==> config.mk <==
export PLATFORM = sky130hd
export DESIGN_NAME = srms_ctrl
export DESIGN_NICKNAME = d
export VERILOG_FILES = /design/src/hw/rtl/srms_pkg.sv /design/src/hw/rtl/srms_ctrl.sv
export SDC_FILE = /design/constraint.sdc
export NUM_CORES = 1
export LEC_CHECK = 0
export BUFFER_PORTS_ARGS = -buffer_cell sky130_fd_sc_hd__buf_2
export CAP_MARGIN = 20
export CORE_AREA = 2 2 39 41
export DETAILED_ROUTE_END_ITERATION = 10
export DIE_AREA = 0 0 41 43
export PLACE_DENSITY = 0.82
export SKIP_LAST_GASP = 1
export SLEW_MARGIN = 0
export SYNTH_ARGS = -nofsm -noshare
export SYNTH_HDL_FRONTEND = slang
export SYNTH_SLANG_ARGS = --single-unit
==> constraint.sdc <==
create_clock -name clk -period 1.55 [get_ports clk]
set_input_delay 0.0775 -clock clk [delete_from_list [all_inputs] [get_ports clk]]
set_output_delay 0.0775 -clock clk [all_outputs]
set_load 0.1 [all_outputs]
==> src/hw/rtl/srms_pkg.sv <==
// Shared types, sizes and codes of the sparse row matrix store.
// Depends on nothing; the datapath, controller and top level take its names by scope.
`timescale 1ns / 1ps

package srms_pkg;

    // Store sizes.
    localparam int ROW_CAPACITY   = 1024;
    localparam int ENTRY_CAPACITY = 4096;

    // Address widths and counter widths (a counter can hold the capacity itself).
    localparam int ROW_AW = $clog2(ROW_CAPACITY);
    localparam int ROW_CW = $clog2(ROW_CAPACITY + 1);
    localparam int ENT_AW = $clog2(ENTRY_CAPACITY);
    localparam int ENT_CW = $clog2(ENTRY_CAPACITY + 1);

    // Field widths.
    localparam int OP_W   = 2;
    localparam int COL_W  = 16;
    localparam int ROW_W  = 16;
    localparam int VAL_W  = 32;
    localparam int ST_W   = 2;
    localparam int SIZE_W = 17;

    // Stream word widths, rounded up to whole bytes.
    localparam int S_TDATA_W = ((COL_W + ROW_W + VAL_W + 7) / 8) * 8;
    localparam int M_TDATA_W = ((VAL_W + SIZE_W + 7) / 8) * 8;

    // Entry memory word: column above value.
    localparam int ENT_DW = COL_W + VAL_W;

    // Operation codes.
    localparam logic [OP_W-1:0] OP_READ = 2'd0;
    localparam logic [OP_W-1:0] OP_SET  = 2'd1;
    localparam logic [OP_W-1:0] OP_ADD  = 2'd2;
    localparam logic [OP_W-1:0] OP_SUB  = 2'd3;

    // Status codes.
    localparam logic [ST_W-1:0] ST_OK    = 2'd0;
    localparam logic [ST_W-1:0] ST_NOSEQ = 2'd1;
    localparam logic [ST_W-1:0] ST_CAP   = 2'd2;

    // Source of the result value.
    localparam logic [1:0] RES_ZERO  = 2'd0;
    localparam logic [1:0] RES_EMPTY = 2'd1;
    localparam logic [1:0] RES_ENTRY = 2'd2;

    // Commands from the controller to the datapath.
    typedef struct packed {
        logic            load_item;
        logic            upd_cols;
        logic            res_load;
        logic [1:0]      res_src;
        logic [ST_W-1:0] res_status;
        logic            rs_rd_beg;
        logic            rs_rd_end;
        logic            latch_beg;
        logic            latch_end_mem;
        logic            latch_end_cnt;
        logic            scan_init;
        logic            scan_step;
        logic            hit_write;
        logic            fill_init;
        logic            fill_step;
        logic            append;
        logic            open_rows;
        logic            load_out;
    } srms_cmd_t;

    // Status from the datapath to the controller.
    typedef struct packed {
        logic is_read;
        logic val_is_empty;
        logic row_in_range;
        logic row_over_cap;
        logic entries_full;
        logic next_in_range;
        logic is_last_row;
        logic last_col_gt;
        logic row_empty;
        logic hit;
        logic exhausted;
        logic fill_last;
        logic out_free;
    } srms_sts_t;

endpackage

==> src/hw/rtl/srms_ctrl.sv <==
// Controller of the sparse row matrix store: walks each item through
// decision, row bounds, entry scan or row opening, and hand-over. Depends on srms_pkg.
`timescale 1ns / 1ps

module srms_ctrl (
    input  logic                clk,
    input  logic                rst_n,
    input  logic                s_tvalid,
    output logic                s_tready,
    input  srms_pkg::srms_sts_t sts,
    output srms_pkg::srms_cmd_t cmd
);

    localparam logic [2:0] S_IDLE   = 3'd0;
    localparam logic [2:0] S_DECIDE = 3'd1;
    localparam logic [2:0] S_RBEG   = 3'd2;
    localparam logic [2:0] S_REND   = 3'd3;
    localparam logic [2:0] S_SCAN0  = 3'd4;
    localparam logic [2:0] S_SCAN   = 3'd5;
    localparam logic [2:0] S_FILL   = 3'd6;
    localparam logic [2:0] S_FINISH = 3'd7;

    logic [2:0] state_reg;
    logic [2:0] state_next;

    always_ff @(posedge clk or negedge rst_n)
    begin
        if (!rst_n)
        begin
            state_reg <= S_IDLE;
        end
        else
        begin
            state_reg <= state_next;
        end
    end

    assign s_tready = (state_reg == S_IDLE);

    always_comb
    begin
        cmd        = '0;
        state_next = state_reg;
        case (state_reg)
            S_IDLE:
            begin
                if (s_tvalid)
                begin
                    cmd.load_item = 1'b1;
                    state_next    = S_DECIDE;
                end
            end
            S_DECIDE:
            begin
                if (sts.is_read)
                begin
                    if (!sts.row_in_range)
                    begin
                        cmd.res_load = 1'b1;
                        cmd.res_src  = srms_pkg::RES_EMPTY;
                        state_next   = S_FINISH;
                    end
                    else
                    begin
                        cmd.rs_rd_beg = 1'b1;
                        state_next    = S_RBEG;
                    end
                end
                else
                begin
                    cmd.upd_cols = 1'b1;
                    if (sts.val_is_empty)
                    begin
                        cmd.res_load = 1'b1;
                        state_next   = S_FINISH;
                    end
                    else if (!sts.row_in_range)
                    begin
                        if (sts.row_over_cap || sts.entries_full)
                        begin
                            cmd.res_load   = 1'b1;
                            cmd.res_status = srms_pkg::ST_CAP;
                            state_next     = S_FINISH;
                        end
                        else
                        begin
                            cmd.fill_init = 1'b1;
                            state_next    = S_FILL;
                        end
                    end
                    else
                    begin
                        cmd.rs_rd_beg = 1'b1;
                        state_next    = S_RBEG;
                    end
                end
            end
            S_RBEG:
            begin
                cmd.latch_beg = 1'b1;
                if (sts.next_in_range)
                begin
                    cmd.rs_rd_end = 1'b1;
                    state_next    = S_REND;
                end
                else
                begin
                    cmd.latch_end_cnt = 1'b1;
                    state_next        = S_SCAN0;
                end
            end
            S_REND:
            begin
                cmd.latch_end_mem = 1'b1;
                state_next        = S_SCAN0;
            end
            S_SCAN0:
            begin
                if (sts.row_empty)
                begin
                    cmd.res_load = 1'b1;
                    cmd.res_src  = sts.is_read ? srms_pkg::RES_EMPTY : srms_pkg::RES_ZERO;
                    state_next   = S_FINISH;
                end
                else
                begin
                    cmd.scan_init = 1'b1;
                    state_next    = S_SCAN;
                end
            end
            S_SCAN:
            begin
                cmd.scan_step = 1'b1;
                if (sts.hit)
                begin
                    cmd.res_load = 1'b1;
                    if (sts.is_read)
                    begin
                        cmd.res_src = srms_pkg::RES_ENTRY;
                    end
                    else
                    begin
                        cmd.hit_write = 1'b1;
                    end
                    state_next = S_FINISH;
                end
                else if (sts.exhausted)
                begin
                    cmd.res_load = 1'b1;
                    state_next   = S_FINISH;
                    if (sts.is_read)
                    begin
                        cmd.res_src = srms_pkg::RES_EMPTY;
                    end
                    else if (!sts.is_last_row || sts.last_col_gt)
                    begin
                        cmd.res_status = srms_pkg::ST_NOSEQ;
                    end
                    else if (sts.entries_full)
                    begin
                        cmd.res_status = srms_pkg::ST_CAP;
                    end
                    else
                    begin
                        cmd.append = 1'b1;
                    end
                end
            end
            S_FILL:
            begin
                cmd.fill_step = 1'b1;
                if (sts.fill_last)
                begin
                    cmd.append    = 1'b1;
                    cmd.open_rows = 1'b1;
                    cmd.res_load  = 1'b1;
                    state_next    = S_FINISH;
                end
            end
            S_FINISH:
            begin
                if (sts.out_free)
                begin
                    cmd.load_out = 1'b1;
                    state_next   = S_IDLE;
                end
            end
            default:
            begin
                state_next = S_IDLE;
            end
        endcase
    end

endmodule

==> metrics, run 1 <==
leading area contributor after synthesis=dfrtp_1; Post-CTS Hold Fix Bufs=1; DP HPWL=around 2.1 mm; clk sinks=3; status=stopped before the end; Syn Inst Count=78; Die Span Y=~43 um; Post-Syn Area per Cell=slightly above 6 um^2; cts bufs inserted=3; Last stage=4_1_cts; CTS Buffer Depth=2; IO Count=37; post-synth net total=94; Log Error=[ERROR DPL-0038] Utilization greater than 100%, impossible to legalize; Setup Buffers After CTS=7; num rows=14; Initial Utilization=roughly a third; die width=approximately 41 um; count of cell types in the netlist=28; Synth warnings=0; sequential area share after synthesis=15.6%; post-synth top area share=15.6%; cell area after synthesis=482 um^2; H-Tree Depth=1; Clock Root Buffer=clkbuf_4; top post-synthesis cells by area=dfrtp_1 16%, nor3_1 9.4%, nor2_1 9.4%; Setup WS pre-CTS=between 0.03 and 0.04 ns; # port buffers=36; post-cts resize count=18; GP Congestion=around 0.89; post-synthesis register bit count=3
cell usage after synthesis:
cell	n
a211oi_1	3
a21oi_1	3
inv_1	4
nor4_1	3
o21ai_0	5
buf_2	2
nand2_1	11
or3_1	1
dfrtp_1	3
a21o_1	2
buf_4	1
a31oi_1	1
o221ai_1	1
inv_2	1
nor2_1	12
nor3_1	9
and2_1	1
o2111ai_1	1
a32o_1	1
a221oi_2	1
nand2b_1	3
clkbuf_1	2
mux2_2	1
and3_1	1
nor2b_1	2
nand3b_1	1
or3_4	1
o22ai_1	1
metrics by stage:
step	area (um^2)	cells	hold slack [ns]	utilization [%]
floorplan	737	78	-0.218	-
global placement	1290	138	-0.128	93.0
detailed placement	1290	138	-0.127	93.0
cells by family after synthesis:
family                 synth area share, %
buffers and inverters                 9.09
AO/OA/AOI/OAI                         27.5
multiplexers                          2.34
flip-flops                            15.6
AND/OR/NAND/NOR                       45.5
==> run 2: changes to the inputs <==
CORE_AREA = 2 2 63 65   (was 2 2 39 41)
DIE_AREA = 0 0 65 67   (was 0 0 41 43)
PLACE_DENSITY = unset   (was 0.82)
PLACE_DENSITY_LB_ADDON = 0.15   (was unset)
==> run 2 against run 1 <==
  * The flow now finishes, with violations (negative setup slack)
  * Area after synthesis unchanged
  * Synthesized cell count unchanged
==> metrics, run 2 <==
Max VDD drop=approximately 800 uV; Routed wire per std cell=12.2 um; top post-synthesis cells by area=dfrtp_1 16%, nor3_1 9.4%, nor2_1 9.4%; most frequent cells in the layout=21 x buf_12, 15 x buf_2, 15 x buf_4; post-synthesis register bit count=3; worst-path fanout max=4; vias in the first global route=750; Syn Inst Count=slightly below 80; leading area contributor after synthesis=dfrtp_1; status=complete, but fails checks; count of cell types in the netlist=28; Routed WL=2.19 mm; Setup WS pre-CTS=0.0187 ns; fraction of layout cells with a size suffix above 1=72.0%; Vias per Instance=4.29; CTS tree=done; Worst-Margin Slew=0.306 ns; EDFF count, synth=0; # port buffers=36; antenna-violating nets left=0; Starting DRT DRC Count=15; Fillers=~360; most frequent cells after synthesis=12 x nor2_1, 11 x nand2_1, 9 x nor3_1; Die Span Y=67 um; RSZ-0062 raised after global routing=true; flip-flop count of the largest register after layout=3; Tcrit/Tclk final=104%; remaining global-route overflow=0; DRT Pass-1 Iters=4; Fin Clk Skew=0.00134 ns; cts bufs inserted=3; RR Startpoint=state_reg[1]$_DFFE_PN0P_; critical path type=register to output port; largest net degree at the start of global routing=14; H-Tree Depth=1; floorplan core area=3610 um^2; post-synth net total=94; Synth Flop Type=dfrtp_1; Clock Latency Late Sink=0.22 ns; family with the most delay on the worst path=simple AND/OR/NAND/NOR gates; Finish-stage setup viols=3; required time worst endpoint=1.47 ns; CTS Buffer Depth=2; CP Buf/Inv Count=2; HP Class=input port to asynchronous set/reset pin; Clock transition at path regs=roughly 0.03 ns; Slowest-stage cell, CP=dfrtp_2; Synth warnings=0; Reg-to-Reg End=state_reg[0]$_DFFE_PN0P_; NumNets Final=149; num rows=22; synth-to-layout area growth=208%; first-pass GRT wire length=~3.4 mm; fraction of registers with async set/reset=100%; fin. max-slew vios=0; leakage power=0.000612 uW; DP HPWL=1.83 mm; failing checks=negative setup slack; die area=4360 um^2; P per Cell Area=2020 nW/um^2; sequential area share after synthesis=15.6%; die width=65 um; IO Count=37; max incr delay on CP=just over 0.4 ns; max_cap viols=0; Initial Utilization=approximately an eighth; most frequent cell after synthesis=nor2_1; Residual DRC=0; Final Critical Period=1.61 ns; Fin. Hold Viols=0; Total GRT Usage=10.4%; final worst slack=-0.0635 ns; R2R setup slack=roughly 0.17 ns; via count=773; Rel. slew slack=79.4%; diode count=0; Post-Syn Area per Cell=around 6 um^2; Worst setup EP type=output port; commonest non-fill, non-tap cell in the layout=buf_12; final design utilization=41.2%; cell area after synthesis=482 um^2; critical path arrival=1.54 ns; worst reg-to-reg path cell count=4; post-synth top area share=15.6%; GP Congestion=between 0.8 and 0.9; CP Cell Sequence=nand3b_1, nor4_4, buf_4, nand2_4, o21ai_4, buf_12; Clock Root Buffer=clkbuf_8; clk sinks=3; Startpoint Class=register; initial antenna violation count=0; Fmax=620 MHz
run 2: area by class of cell:
class / instances / area [um^2] / share of cell area, %
clock buffer: 4 / 45.0 / 3.03
tap: 48 / 60.1 / 4.04
sequential: 3 / 78.8 / 5.31
multi-input combinational: 65 / 621 / 41.8
timing repair buffer: 55 / 659 / 44.4
inverter: 5 / 21.3 / 1.43
run 2: worst max-delay path by stage:
stage | cells past startpoint | to | from
global route | 5 | cmd[4] | state_reg[1]$_DFFE_PN0P_
floorplan | 4 | cmd[4] | state_reg[1]$_DFFE_PN0P_
finish | 6 | cmd[14] | state_reg[2]$_DFFE_PN0P_
CTS | 5 | cmd[4] | state_reg[1]$_DFFE_PN0P_
detailed placement | 6 | cmd[14] | state_reg[1]$_DFFE_PN0P_
global placement | 6 | cmd[14] | state_reg[1]$_DFFE_PN0P_
run 2: per-stage QoR:
stage | hold WS [ns] | total power, uW | cell area, um^2 | instances | TNS, ns
floorplan | -0.218 | 1880 | 737 | 78 | -5.00
global placement | -0.121 | 2590 | 1340 | 171 | -0.0246
detailed placement | -0.119 | 2600 | 1340 | 171 | 0
CTS | 0.196 | 2980 | 1470 | 179 | -0.224
global route | 0.224 | 3130 | 1490 | 180 | -0.440
finish | 0.193 | 3010 | 1490 | 180 | -0.158
run 2: power by group:
part	internal (uW)	switching [uW]	total [uW]
Sequential	125	56.0	181
Combinational	981	1620	2600
Clock	175	53.3	229
run 2: kinds of logic (layout without fill, tap and decap cells):
kind of cell	count (synthesis)	count (layout)	synth area share (%)
compound gates	19	19	27.5
flops	3	3	15.6
mux	1	1	2.34
simple gates	45	45	45.5
buf+inv	10	64	9.09
run 2: metal layers:
metal	global-route usage, %	share of wire [%]	routed length (um)
met5	0	0	0
met4	6.38	1.2	27
met3	2.03	4.5	99
met2	15.1	49	1070
met1	14.1	45	990
run 2: worst reg2reg max path, delay by kind of cell, from the launching register on:
kind	cells	cell delay, ns
simple gates	1	0.34
buf+inv	1	0.17
flops	1	0.40
compound gates	2	0.34
run 2: what timing repair did:
item                                    4_1_cts  5_1_grt
hold buffers                                  1        0
gates resized for setup                      16        1
pin swaps                                     8        2
endpoints found under the setup margin        7        8
endpoints found under the hold margin         3        0
buffers inserted                              3        2
Note: power is estimated with default switching activity, not from simulation.
==> run 3: changes to the inputs <==
RECOVER_POWER = 50   (was unset)
==> run 3 against run 2 <==
  * The flow still finishes with violations (negative setup slack)
  * Non-clock buffer count is the same
  * Worst setup slack is the same
  * Worst hold slack gained 0.023 ns
  * Cell area is essentially flat
  * Clock power is essentially flat
  * First-iteration DRC count is the same
  * Sequential share of layout area is essentially flat
  * Global-route usage is the same
  * Power is essentially flat
  * Final cell count is the same
  * Clock skew is the same
  * Sequential cell count is the same
  * Highest routed layer unchanged
==> metrics, run 3 (synthesis results as in run 2) <==
status=complete, but fails checks; failing checks=negative setup slack; Initial Utilization=13.4%; Clock transition at path regs=approximately 0.030 ns; antenna-violating nets left=0; Slowest-stage cell, CP=dfrtp_2; cts bufs inserted=3; setup TNS=-0.158 ns; Setup WS pre-CTS=between 0.015 and 0.02 ns; num rows=22; Fillers=359; CTS tree=done; Critical Path Sink=cmd[14]; Rel. slew slack=between 70% and 80%; RR Startpoint=state_reg[1]$_DFFE_PN0P_; diode count=0; Clock Latency Late Sink=~0.22 ns; synth-to-layout area growth=208%; R2R setup slack=around 0.17 ns; Startpoint Class=register; RSZ-0062 raised after global routing=true; P per Cell Area=2030 nW/um^2; critical path type=register to output port; Reg-to-Reg End=state_reg[0]$_DFFE_PN0P_; clk sinks=3; flip-flop count of the largest register after layout=3; Max VDD drop=814 uV; fin. max-slew vios=0; dpl cells=171; worst-path fanout max=4; max incr delay on CP=0.41 ns; multi-input logic area=621 um^2; fraction of layout cells with a size suffix above 1=71.2%; Tcrit/Tclk final=104%; GP Congestion=about 0.86; WHS=around 0.22 ns; Starting DRT DRC Count=15; Vias per Instance=between 4 and 5; Routed wire per std cell=between 10 and 15 um; final worst slack=-0.0635 ns; initial antenna violation count=0; CTS Buffer Depth=2; Fin Clk Skew=0.00134 ns; Die Span Y=67 um; worst reg-to-reg path cell count=4; IO Count=37; DRT Pass-1 Iters=4; Fin. Hold Viols=0; floorplan core area=3610 um^2; Final Critical Period=about 1.6 ns; Fmax=between 600 and 700 MHz; CP Cell Sequence=nand3b_1, nor4_4, buf_4, nand2_4, o21ai_4, buf_12; NumNets Final=~150; remaining global-route overflow=0; most frequent cells in the layout=21 x buf_12, 15 x buf_4, 14 x buf_2; die width=65 um; largest net degree at the start of global routing=14; vias in the first global route=750; Residual DRC=0; commonest non-fill, non-tap cell in the layout=buf_12; # port buffers=36; Total GRT Usage=between 10% and 20%; max_cap viols=0; Worst-Margin Slew=0.306 ns; critical path startpoint=state_reg[2]$_DFFE_PN0P_; leakage power=a little over 0.0006 uW; DP HPWL=1.83 mm; first-pass GRT wire length=3.42 mm; HP Class=input port to asynchronous set/reset pin; via count=773; Storage cell area=78.8 um^2; Worst setup EP type=output port; Clock Root Buffer=clkbuf_8; critical path arrival=around 1.5 ns; H-Tree Depth=1; die area=approximately 4400 um^2; fin cells=180; Finish-stage setup viols=3; required time worst endpoint=around 1.5 ns; Routed WL=2.19 mm
run 3: changes by cell type in the layout (fill, tap and decap cells not counted), sizes merged:
cell and delta:
buf -1, clkbuf +1
run 3: report_power, final:
| part | internal [uW] | switching, uW |
|---|---|---|
| clock network | 175 | 53.3 |
| registers | 125 | 56.0 |
| logic | 980 | 1620 |
run 3: through the flow:
stage	instance area, um^2	power (uW)	utilization, %
floorplan	737	1880	-
global placement	1340	2590	37.0
detailed placement	1340	2600	37.0
CTS	1470	2980	40.9
global route	1480	3130	41.2
finish	1480	3010	41.2
run 3: routing by layer:
layer	global-route usage [%]	part of all wire (%)	up-vias	wire length, um
met5	0	0	-	0
met4	6.38	1.2	0	27
met3	2.03	4.5	3	99
met2	15.1	49	18	1070
met1	14.1	45	363	988
li1	-	-	389	-
run 3: worst min path at each step:
stage,start,to,slack (ns),cells past startpoint
after global routing,rst_n,state_reg[2]$_DFFE_PN0P_,0.26,2
after floorplan,rst_n,state_reg[0]$_DFFE_PN0P_,-0.22,0
final,rst_n,state_reg[2]$_DFFE_PN0P_,0.22,2
after CTS,rst_n,state_reg[2]$_DFFE_PN0P_,0.20,2
after detailed placement,rst_n,state_reg[0]$_DFFE_PN0P_,-0.12,1
after global placement,rst_n,state_reg[0]$_DFFE_PN0P_,-0.12,1
run 3: worst max-delay path: cells and delay by family, from the launching register on:
family                 cells  cell delay [ns]
buffers and inverters      2             0.36
and+or+nand+nor            3             0.48
AOI/OAI and AO/OA          1             0.06
DFF                        1             0.41
run 3: what timing repair did:
action,4_1_cts,5_1_grt
hold buffers,1,0
setup endpoints to repair,7,8
endpoints found under the hold margin,3,0
resized for setup,16,1
pin swaps,8,2
buffers inserted,3,2
run 3: area by class of cell:
class / instances / area share (%)
repair buffers: 55 / 44.4
multi-input cells: 65 / 41.8
flip-flops and latches: 3 / 5.31
well taps: 48 / 4.05
clock buffers: 4 / 3.04
inverters: 5 / 1.43
==> run 4: changes to the inputs <==
CELL_PAD_IN_SITES_DETAIL_PLACEMENT = 1   (was unset)
CELL_PAD_IN_SITES_GLOBAL_PLACEMENT = 2   (was unset)
==> run 4 against run 3 <==
  * The run still ends with negative setup slack left
  * Combinational power is 17% higher
  * Worst setup slack worse by 0.010 ns
  * Final cell count is 6.1% higher
  * Core utilization is 4.5 points higher
  * Via count is 8.4% higher
  * Critical path type unchanged
  * Critical endpoint is now cmd[4]
==> metrics, run 4 (synthesis results as in run 2) <==
final design utilization=between 40% and 50%; cell area after placement=1360 um^2; Clock Root Buffer=clkbuf_8; Startpoint Class=register; Fin Clk Skew=0.00514 ns; Clock Latency Late Sink=roughly 0.22 ns; required time worst endpoint=1.47 ns; Worst setup EP type=output port; num rows=22; final worst slack=-0.0740 ns; Routed wire per std cell=14.0 um; GP Congestion=0.782; synth-to-layout area growth=242%; Residual DRC=0; H-Tree Depth=1; fraction of layout cells with a size suffix above 1=between 70 and 80%; critical path arrival=1.55 ns; clk sinks=3; # port buffers=36; Power, Total=3480 uW; most frequent cells in the layout=24 x buf_12, 20 x buf_4, 14 x buf_2; initial antenna violation count=0; max_cap viols=0; Rel. slew slack=76.7%; Worst-Margin Slew=0.350 ns; commonest non-fill, non-tap cell in the layout=buf_12; CTS tree=done; die width=65 um; via count=838; diode count=0; die area=4360 um^2; Die Span Y=67 um; NumNets Final=160; cts bufs inserted=3; remaining global-route overflow=0; worst reg-to-reg path cell count=5; first-pass GRT wire length=4.36 mm; RSZ-0062 raised after global routing=true; Reg-to-Reg End=state_reg[0]$_DFFE_PN0P_; antenna-violating nets left=0; Fmax=approximately 620 MHz; Vias per Instance=around 4.4; Routed WL=2.67 mm; Max VDD drop=841 uV; fin area=1650 um^2; DRT Pass-1 Iters=4; Initial Utilization=13.4%; RR Startpoint=state_reg[0]$_DFFE_PN0P_; Starting DRT DRC Count=14; Finish-stage setup viols=7; flip-flop count of the largest register after layout=3; leakage power=roughly 0.00070 uW; CTS Buffer Depth=2; critical path type=register to output port; DP HPWL=2.04 mm; Fin. Hold Viols=0; R2R setup slack=0.09 ns; failing checks=negative setup slack; largest net degree at the start of global routing=12; Tcrit/Tclk final=105%; P per Cell Area=2110 nW/um^2; setup TNS=-0.311 ns; Total GRT Usage=13.3%; HP Class=input port to asynchronous set/reset pin; Setup WS pre-CTS=0.0644 ns; Final Critical Period=1.62 ns; IO Count=37; floorplan core area=3610 um^2; worst-path fanout max=5; vias in the first global route=874; fin. max-slew vios=0; Clock transition at path regs=0.04 ns; status=complete, but fails checks
==> run 4: cell count changes in the layout (fill, tap and decap cells not counted), moves of 2 or more <==
cell | before | now
buf_12 | 21 | 24
buf_4 | 15 | 20
buf_6 | 1 | 5
nand2_1 | 7 | 5
nand2_4 | 1 | 3
==> run 4: layer usage <==
metal	vias to the layer above	wire [um]	track usage, %
li1	409	-	-
met1	405	1100	16.6
met2	20	1440	22.9
met3	4	97	2.36
met4	0	32	4.79
met5	-	0	0
==> run 4: stage by stage <==
step	hold slack, ns	std cells
5_1_grt	0.237	191
6_report	0.217	191
3_3_place_gp	-0.117	171
4_1_cts	0.187	184
2_1_floorplan	-0.218	78
3_5_place_dp	-0.116	171
==> run 4: what timing repair did <==
| item | in CTS | in global routing |
|---|---|---|
| setup buffers | 8 | 8 |
| hold buffers | 1 | 0 |
| endpoints found under the hold margin | 3 | 0 |
| pin swaps | 5 | 7 |
| endpoints found under the setup margin | 10 | 16 |
| resized for setup | 9 | 20 |
==> run 4: where the power goes <==
part           switching (uW)  total [uW]  internal [uW]
clock network            65.3         242            177
logic                    1750        3050           1300
registers                64.2         189            125
total                    1880        3480           1610
==> run 4: worst max-delay path, stage by stage (launching register included) <==
cell and delay [ns]:
dfrtp_2 0.43, nand2b_4 0.20, nor3_4 0.19, nand2_2 0.12, nor3_4 0.18, buf_12 0.20
==> run 4: layout make-up <==
class | count | area, um^2
inverters | 5 | 18.8
multi-input cells | 65 | 659
fillers | 396 | 1960
flip-flops and latches | 3 | 78.8
well taps | 48 | 60.1
clock buffers | 4 | 45.0
repair buffers | 66 | 786
==> run 4: worst max path at each step <==
stage / from / endpoint / slack [ns]
2_1_floorplan: state_reg[1]$_DFFE_PN0P_ / cmd[4] / -1.00
3_3_place_gp: state_reg[2]$_DFFE_PN0P_ / state_reg[1]$_DFFE_PN0P_ / 0.08
3_5_place_dp: state_reg[2]$_DFFE_PN0P_ / state_reg[1]$_DFFE_PN0P_ / 0.06
4_1_cts: state_reg[1]$_DFFE_PN0P_ / cmd[2] / -0.1
5_1_grt: state_reg[1]$_DFFE_PN0P_ / cmd[4] / -0.15
6_report: state_reg[1]$_DFFE_PN0P_ / cmd[4] / -0.07
